## config.mk

```make
export PLATFORM = sky130hd
export DESIGN_NAME = frustum_sphere_cull
export DESIGN_NICKNAME = d
export VERILOG_FILES = /design/src/rtl/ftsc_pkg.sv /design/src/rtl/ftsc_ram.sv /design/src/rtl/frustum_sphere_cull.sv
export SDC_FILE = /design/constraint.sdc
export NUM_CORES = 2
export LEC_CHECK = 0
export ABC_AREA = 1
export BUFFER_PORTS_ARGS = -buffer_cell sky130_fd_sc_hd__buf_2
export CORE_MARGIN = 2
export CORE_UTILIZATION = 58
export CTS_CLUSTER_DIAMETER = 50
export DETAILED_ROUTE_END_ITERATION = 10
export MAX_ROUTING_LAYER = met4
export PLACE_DENSITY = 0.89
export RECOVER_POWER = 100
export REMOVE_ABC_BUFFERS = 1
export SLEW_MARGIN = 20
export SYNTH_ARGS = -nofsm -noshare
export SYNTH_HDL_FRONTEND = slang
export SYNTH_SLANG_ARGS = --single-unit
```

## constraint.sdc

```tcl
create_clock -name i_clk -period 16.3 [get_ports i_clk]
set_input_delay 1.63 -clock i_clk [delete_from_list [all_inputs] [get_ports i_clk]]
set_output_delay 1.63 -clock i_clk [all_outputs]
set_load 0.01 [all_outputs]
```

## src/rtl/ftsc_pkg.sv

```systemverilog
// Shared types and constants for the frustum sphere cull block.
`timescale 1ns / 1ps
`default_nettype none

package ftsc_pkg;

    // Result classes
    localparam logic [1:0] CLASS_OUTSIDE   = 2'd0;
    localparam logic [1:0] CLASS_INTERSECT = 2'd1;
    localparam logic [1:0] CLASS_INSIDE    = 2'd2;

    // Input function codes
    localparam logic FUNC_LOAD = 1'b0;
    localparam logic FUNC_TEST = 1'b1;

    // Field widths
    localparam int unsigned COORD_W = 32;
    localparam int unsigned RAD_W   = 31;
    localparam int unsigned PROD_W  = 2 * COORD_W;
    localparam int unsigned ACC_W   = PROD_W + 2;

    // One stored plane: normal and offset, all Q16.16
    typedef struct packed {
        logic signed [COORD_W-1:0] nx;
        logic signed [COORD_W-1:0] ny;
        logic signed [COORD_W-1:0] nz;
        logic signed [COORD_W-1:0] d;
    } t_plane;

    localparam int unsigned PLANE_W = $bits(t_plane);

endpackage

`default_nettype wire

```

## src/rtl/ftsc_ram.sv

```systemverilog
// Generic single-write, single-read RAM with registered read data.
`timescale 1ns / 1ps
`default_nettype none

module ftsc_ram #(
    parameter int unsigned WIDTH = 128,
    parameter int unsigned DEPTH = 6
) (
    input  wire logic                                          i_clk,
    input  wire logic                                          i_we,
    input  wire logic [((DEPTH > 1) ? $clog2(DEPTH) : 1)-1:0] i_waddr,
    input  wire logic [WIDTH-1:0]                              i_wdata,
    input  wire logic [((DEPTH > 1) ? $clog2(DEPTH) : 1)-1:0] i_raddr,
    output logic      [WIDTH-1:0]                              o_rdata
);

    logic [WIDTH-1:0] r_mem [DEPTH];

    // Write port
    always_ff @(posedge i_clk) begin
        if (i_we) begin
            r_mem[i_waddr] <= i_wdata;
        end
    end

    // Registered read port
    always_ff @(posedge i_clk) begin
        o_rdata <= r_mem[i_raddr];
    end

endmodule

`default_nettype wire

```

## src/rtl/frustum_sphere_cull.sv

```systemverilog
// Top level: plane store and sequenced sphere-against-frustum classifier.
//
//  channel | direction | handshake                 | payload
//  --------+-----------+---------------------------+-------------------------------------
//  in      | input     | i_in_valid / o_in_stall   | func, plane_index, normal_x/y/z,
//          |           |                           | plane_offset, center_x/y/z, radius
//  out     | output    | o_out_valid / i_out_stall | cull_class
//
//  A load writes the plane store and leaves the input open. A test holds off the next
//  transfer until it is done: the one 32x32 multiplier forms three products per plane,
//  after the plane memory read in S_FETCH and before the final add and compare in S_ADD.
//  A sphere found outside a plane ends the test early.
//  Reset is synchronous, active low, and clears the sequencer and the output valid.
//  A stalled result sits in the output register; a new item is taken meanwhile, and
//  a finished test waits in its last state until the output register frees up.
`timescale 1ns / 1ps
`default_nettype none

module frustum_sphere_cull #(
    parameter int unsigned NUM_PLANES = 6
) (
    input  wire logic        i_clk,
    input  wire logic        i_rst_n,

    input  wire logic        i_in_valid,
    output logic             o_in_stall,
    input  wire logic        i_func,
    input  wire logic [2:0]  i_plane_index,
    input  wire logic [31:0] i_normal_x,
    input  wire logic [31:0] i_normal_y,
    input  wire logic [31:0] i_normal_z,
    input  wire logic [31:0] i_plane_offset,
    input  wire logic [31:0] i_center_x,
    input  wire logic [31:0] i_center_y,
    input  wire logic [31:0] i_center_z,
    input  wire logic [30:0] i_radius,

    output logic             o_out_valid,
    input  wire logic        i_out_stall,
    output logic [1:0]       o_cull_class
);

    localparam int unsigned AW      = (NUM_PLANES > 1) ? $clog2(NUM_PLANES) : 1;
    localparam int unsigned COORD_W = ftsc_pkg::COORD_W;
    localparam int unsigned RAD_W   = ftsc_pkg::RAD_W;
    localparam int unsigned PROD_W  = ftsc_pkg::PROD_W;
    localparam int unsigned ACC_W   = ftsc_pkg::ACC_W;

    // Sequencer states
    localparam logic [2:0] S_IDLE  = 3'd0;
    localparam logic [2:0] S_FETCH = 3'd1;
    localparam logic [2:0] S_MUL   = 3'd2;
    localparam logic [2:0] S_ADD   = 3'd3;
    localparam logic [2:0] S_DONE  = 3'd4;

    // Product component codes
    localparam logic [1:0] COMP_X = 2'd0;
    localparam logic [1:0] COMP_Y = 2'd1;
    localparam logic [1:0] COMP_Z = 2'd2;

    logic [2:0]      r_state, n_state;
    logic [AW-1:0]   r_plane, n_plane;
    logic [1:0]      r_comp,  n_comp;
    logic [1:0]      r_cls,   n_cls;
    logic            r_out_valid, n_out_valid;
    logic [1:0]      r_cull_class, n_cull_class;

    logic signed [COORD_W-1:0] r_cx, r_cy, r_cz;
    logic        [RAD_W-1:0]   r_rad;
    logic signed [PROD_W-1:0]  r_prod;
    logic signed [ACC_W-1:0]   r_acc, n_acc;

    logic                      w_in_xfer;
    logic                      w_load_we;
    logic                      w_out_free;
    logic [ftsc_pkg::PLANE_W-1:0] w_wdata;
    logic [ftsc_pkg::PLANE_W-1:0] w_rdata;
    ftsc_pkg::t_plane          w_plane;
    logic signed [COORD_W-1:0] w_mul_a, w_mul_b;
    logic signed [PROD_W-1:0]  w_mul;
    logic signed [ACC_W-1:0]   w_prod_ext;
    logic signed [ACC_W-1:0]   w_dist;
    logic signed [ACC_W-1:0]   w_pos_r, w_neg_r;
    logic signed [ACC_W-1:0]   w_offset;
    logic                      w_below_neg, w_below_pos;
    logic                      w_last_plane;

    // Handshake
    assign o_in_stall = (r_state != S_IDLE);
    assign w_in_xfer  = i_in_valid && !o_in_stall;
    assign w_out_free = !r_out_valid || !i_out_stall;

    // Plane store: write on an in-range load
    assign w_load_we = w_in_xfer && (i_func == ftsc_pkg::FUNC_LOAD)
                       && ({2'b00, i_plane_index} < 5'(NUM_PLANES));
    assign w_wdata   = {i_normal_x, i_normal_y, i_normal_z, i_plane_offset};

    ftsc_ram #(
        .WIDTH (ftsc_pkg::PLANE_W),
        .DEPTH (NUM_PLANES)
    ) u_plane_ram (
        .i_clk   (i_clk),
        .i_we    (w_load_we),
        .i_waddr (AW'(i_plane_index)),
        .i_wdata (w_wdata),
        .i_raddr (r_plane),
        .o_rdata (w_rdata)
    );

    assign w_plane = ftsc_pkg::t_plane'(w_rdata);

    // Select the operands for the shared multiplier
    always_comb begin
        case (r_comp)
            COMP_X: begin
                w_mul_a = w_plane.nx;
                w_mul_b = r_cx;
            end
            COMP_Y: begin
                w_mul_a = w_plane.ny;
                w_mul_b = r_cy;
            end
            COMP_Z: begin
                w_mul_a = w_plane.nz;
                w_mul_b = r_cz;
            end
            default: begin
                w_mul_a = '0;
                w_mul_b = '0;
            end
        endcase
    end

    assign w_mul = PROD_W'(w_mul_a) * PROD_W'(w_mul_b);

    // Distance and radius bounds, all Q34.32
    assign w_prod_ext = {{(ACC_W-PROD_W){r_prod[PROD_W-1]}}, r_prod};
    assign w_offset   = {{(ACC_W-COORD_W-16){w_plane.d[COORD_W-1]}}, w_plane.d, 16'b0};
    assign w_dist     = r_acc + w_prod_ext;
    assign w_pos_r    = {{(ACC_W-RAD_W-16){1'b0}}, r_rad, 16'b0};
    assign w_neg_r    = -w_pos_r;
    assign w_below_neg = (w_dist < w_neg_r);
    assign w_below_pos = (w_dist < w_pos_r);
    assign w_last_plane = (r_plane == AW'(NUM_PLANES - 1));

    // Sequencer next state
    always_comb begin
        n_state      = r_state;
        n_plane      = r_plane;
        n_comp       = r_comp;
        n_cls        = r_cls;
        n_acc        = r_acc;
        n_out_valid  = r_out_valid && i_out_stall;
        n_cull_class = r_cull_class;
        case (r_state)
            S_IDLE: begin
                if (w_in_xfer && (i_func == ftsc_pkg::FUNC_TEST)) begin
                    n_state = S_FETCH;
                    n_plane = '0;
                    n_cls   = ftsc_pkg::CLASS_INSIDE;
                end
            end
            S_FETCH: begin
                n_state = S_MUL;
                n_comp  = COMP_X;
            end
            S_MUL: begin
                // Seed with the offset, then fold in each product
                if (r_comp == COMP_X) begin
                    n_acc = w_offset;
                end else begin
                    n_acc = w_dist;
                end
                if (r_comp == COMP_Z) begin
                    n_state = S_ADD;
                end else begin
                    n_comp = r_comp + 2'd1;
                end
            end
            S_ADD: begin
                if (w_below_neg) begin
                    n_cls   = ftsc_pkg::CLASS_OUTSIDE;
                    n_state = S_DONE;
                end else begin
                    if (w_below_pos) begin
                        n_cls = ftsc_pkg::CLASS_INTERSECT;
                    end
                    if (w_last_plane) begin
                        n_state = S_DONE;
                    end else begin
                        n_plane = r_plane + AW'(1);
                        n_state = S_FETCH;
                    end
                end
            end
            S_DONE: begin
                // Hold until the output register can take the result
                if (w_out_free) begin
                    n_out_valid  = 1'b1;
                    n_cull_class = r_cls;
                    n_state      = S_IDLE;
                end
            end
            default: begin
                n_state = S_IDLE;
            end
        endcase
    end

    // Control registers
    always_ff @(posedge i_clk) begin
        if (!i_rst_n) begin
            r_state     <= S_IDLE;
            r_out_valid <= 1'b0;
        end else begin
            r_state     <= n_state;
            r_out_valid <= n_out_valid;
        end
    end

    // Datapath registers
    always_ff @(posedge i_clk) begin
        r_plane      <= n_plane;
        r_comp       <= n_comp;
        r_cls        <= n_cls;
        r_acc        <= n_acc;
        r_prod       <= w_mul;
        r_cull_class <= n_cull_class;
        if (w_in_xfer) begin
            r_cx  <= i_center_x;
            r_cy  <= i_center_y;
            r_cz  <= i_center_z;
            r_rad <= i_radius;
        end
    end

    assign o_out_valid  = r_out_valid;
    assign o_cull_class = r_cull_class;

    // A test transfer starts the sequencer and blocks input on the next cycle
    a_test_starts: assert property (@(posedge i_clk) disable iff (!i_rst_n)
        (w_in_xfer && (i_func == ftsc_pkg::FUNC_TEST)) |=> (r_state == S_FETCH && o_in_stall))
        else $error("test transfer did not start the sequencer");

    // The plane counter stays inside the table while a test runs
    a_plane_range: assert property (@(posedge i_clk) disable iff (!i_rst_n)
        (r_state != S_IDLE) |-> (r_plane <= AW'(NUM_PLANES - 1)))
        else $error("plane counter out of range");

    // A new result appears only out of the final sequencer state
    a_result_source: assert property (@(posedge i_clk) disable iff (!i_rst_n)
        (o_out_valid && !$past(o_out_valid && i_out_stall)) |-> $past(r_state == S_DONE))
        else $error("result appeared without a finished test");

    // A result is always a defined class
    a_class_code: assert property (@(posedge i_clk) disable iff (!i_rst_n)
        o_out_valid |-> (o_cull_class != 2'd3))
        else $error("undefined result class");

endmodule

`default_nettype wire
```

==> flow_summary.ini <==
[routing]
vias_per_cell = 6.09
num_vias = 63357
dr.pass1.iters = 8
drtIter0Drc = 8072
antenna_left = 0
wl_um = 264000
wire_per_inst_um = 25.4
drcViolationCount = 0

[finish]
layout-drive-gt1-share = 0.0527
fin_nets = 10046
area_delta_synth_final_pct = 8.62
final_common_cell = nand2_1
n_fill_cell = 10975
final_cell_mix = nand2_1 (1633), inv_1 (1306), fa_1 (1083)
multi_input_area_um2 = 44300
regArea_um2 = 33100
final_core_util = 0.633

[timing]
timing.final.crit_share = 0.845
finalSetupViolCount = 0
max-slew-margin-rel = -2.26
hold_viol = 0
post-route-min-period_ns = 13.78
fmax_mhz = 72.6
rsz0062_at_grt = no
worstMarginPinSlew_ns = 4.89
maxSlewViolCount = 1627
setup_slack_ns = 2.52
skew_ns = 0.0706
fin_tns_setup_ns = 0

[cts]
clockBufferDepth = 3
path_clk_slew_ns = 0.06
insertion_delay_ns = 0.78
cts_num_sinks = 1166
cts_buffers = 117
htree_levels = 3
cts-root-buf = clkbuf_16
postCtsSetupBuffers = 0
cts_tree = built
cts_hold_buf = 0
cts-resized-gates = 0

[logic_synthesis]
syn_area_um2 = 83500
synthArstFlopShare = 0
syn_inst = 8169
synth-seq-cells = 1166
synth_edf_count = 970
ys_warn_count = 0
yosysSeqAreaShare = 0.396
ys.flop_type = edfxtp_1
synth_cell_type_count = 44
synth.avg_cell_area_um2 = 10.2

[global_route]
met2_usage = 0.563
antenna_found_initial = 34
grt_pass1_vias = 66101
grt_overflow = 0
grt_usage = 0.373
grt_pass1_wl_um = 395000
grt_max_degree = 163
grt.met3_usage = 0.108
use_met1 = 0.450
top_usage_layer = met2

[status]
violations = capacitance limit, slew limit
outcome = finished with violations

[worst_setup_path]
cp_data_arrival_time_ns = 14.48
cp_data_required_time_ns = 17.01
cp_slowest_stage_delay_ns = 2.23
reg2reg_depth = 33
worst-path-buf-inv = 9
critical-path-top-delay-family = buffers and inverters
crit_top_cell = fa_1
path_depth = 33
crit_fanout = 38
cp_slowest_cell = clkbuf_1
startpoint_type = register
crit_type = reg2reg
reg2reg_slack_ns = 2.52
end_kind = register

[placement]
gp_congestion = 1.07
io_buffers = 266
place_ws_ns = 5.28
hpwl_um = 192000

[min_path]
min_path_type = reg2reg
hold_depth = 2

[floorplanning]
dieArea_um2 = 147000
start_util = 0.582
die_y_um = 383
die_w_um = 383
fp.coreArea_um2 = 143000
rows = 139
io_pins = 267

[job]
max-cap-violations = 32
-- kinds of logic (layout without fill, tap and decap cells) --
kind of cell               count (synthesis)  count (layout)  synth area share
adders and majority gates               1420            1420             0.310
buffers and inverters                   1628            1925            0.0732
and+or+nand+nor                         2820            2820             0.134
DFF                                     1166            1166             0.396
xor gates and xnor gates                 132             132            0.0139
other                                      0              40                 0
AOI/OAI and AO/OA                       1003            1003            0.0727
-- worst paths after layout --
path	start	to
worst max-delay path	r_comp[0]	r_prod[58]
worst min-delay path	o_out_valid	o_out_valid
worst max register to register	r_comp[0]	r_prod[58]
worst min register to register	o_out_valid	o_out_valid
-- cell type report --
type                            count  share of cell area
Clock buffer                      151              0.0348
Clock inverter                     71             0.00861
Sequential cell                  1166               0.365
Timing Repair Buffer              381              0.0209
Tap cell                         1903              0.0263
Antenna cell                       40             0.00110
Multi-Input combinational cell   5375               0.489
Inverter                         1322              0.0548
-- metrics by stage --
step	area [µm²]	hold slack (ns)	instances
6_report	90700	0.518	10409
5_1_grt	90600	0.551	10402
4_1_cts	90900	0.514	10369
3_5_place_dp	87000	0.504	10147
3_3_place_gp	87000	0.481	10147
2_1_floorplan	82300	0.400	7863
-- metal layers --
metal	vias up	routed length (µm)
li1	26598	-
met1	31142	92000
met2	4491	120000
met3	1126	33800
met4	0	18300
met5	-	0
-- flip-flops by register name (all words and copies together) (netlist names), 3 cells and up --
name,count
u_plane_ram.o_rdata,128
r_acc,66
r_state,3
r_prod,64
r_rad,31
r_cz,32
r_plane,3
r_cy,32
u_plane_ram.r_mem,768
r_cx,32
-- cells in the mapped netlist (all sizes together), types with 5 or more instances --
| cell type | number | area (µm²) |
|---|---|---|
| a21boi | 12 | 90.1 |
| a21o | 20 | 150 |
| a21oi | 360 | 1800 |
| a31oi | 33 | 206 |
| a32o | 128 | 1280 |
| and3 | 7 | 43.8 |
| buf | 23 | 86.3 |
| clkbuf | 283 | 1060 |
| clkinv | 10 | 37.5 |
| dfxtp | 196 | 3920 |
| edfxtp | 970 | 29100 |
| fa | 1083 | 21700 |
| ha | 337 | 4220 |
| inv | 1312 | 4920 |
| nand2 | 1643 | 6190 |
| nand3 | 147 | 781 |
| nand3b | 11 | 82.6 |
| nand4 | 19 | 138 |
| nor2 | 930 | 3540 |
| nor3 | 50 | 329 |
| nor4 | 12 | 75.1 |
| o211ai | 7 | 52.6 |
| o21a | 15 | 113 |
| o21ai | 275 | 1380 |
| o21bai | 9 | 67.6 |
| o22ai | 128 | 801 |
| o31ai | 5 | 37.5 |
| xnor2 | 43 | 377 |
| xor2 | 89 | 780 |
-- worst reg2reg max path, delay by kind of cell, from the launching register on --
| kind | cells | cell delay, ns |
|---|---|---|
| buffers and inverters | 9 | 4.96 |
| adder cells (fa/ha/maj) | 10 | 4.81 |
| AND/OR/NAND/NOR | 10 | 2.69 |
| AO/OA/AOI/OAI | 3 | 0.61 |
| flip-flops | 1 | 0.44 |
| XOR/XNOR | 1 | 0.18 |
Power is not shown: default switching activity piles up to over one toggle a cycle in this logic, so the estimate is an artifact.
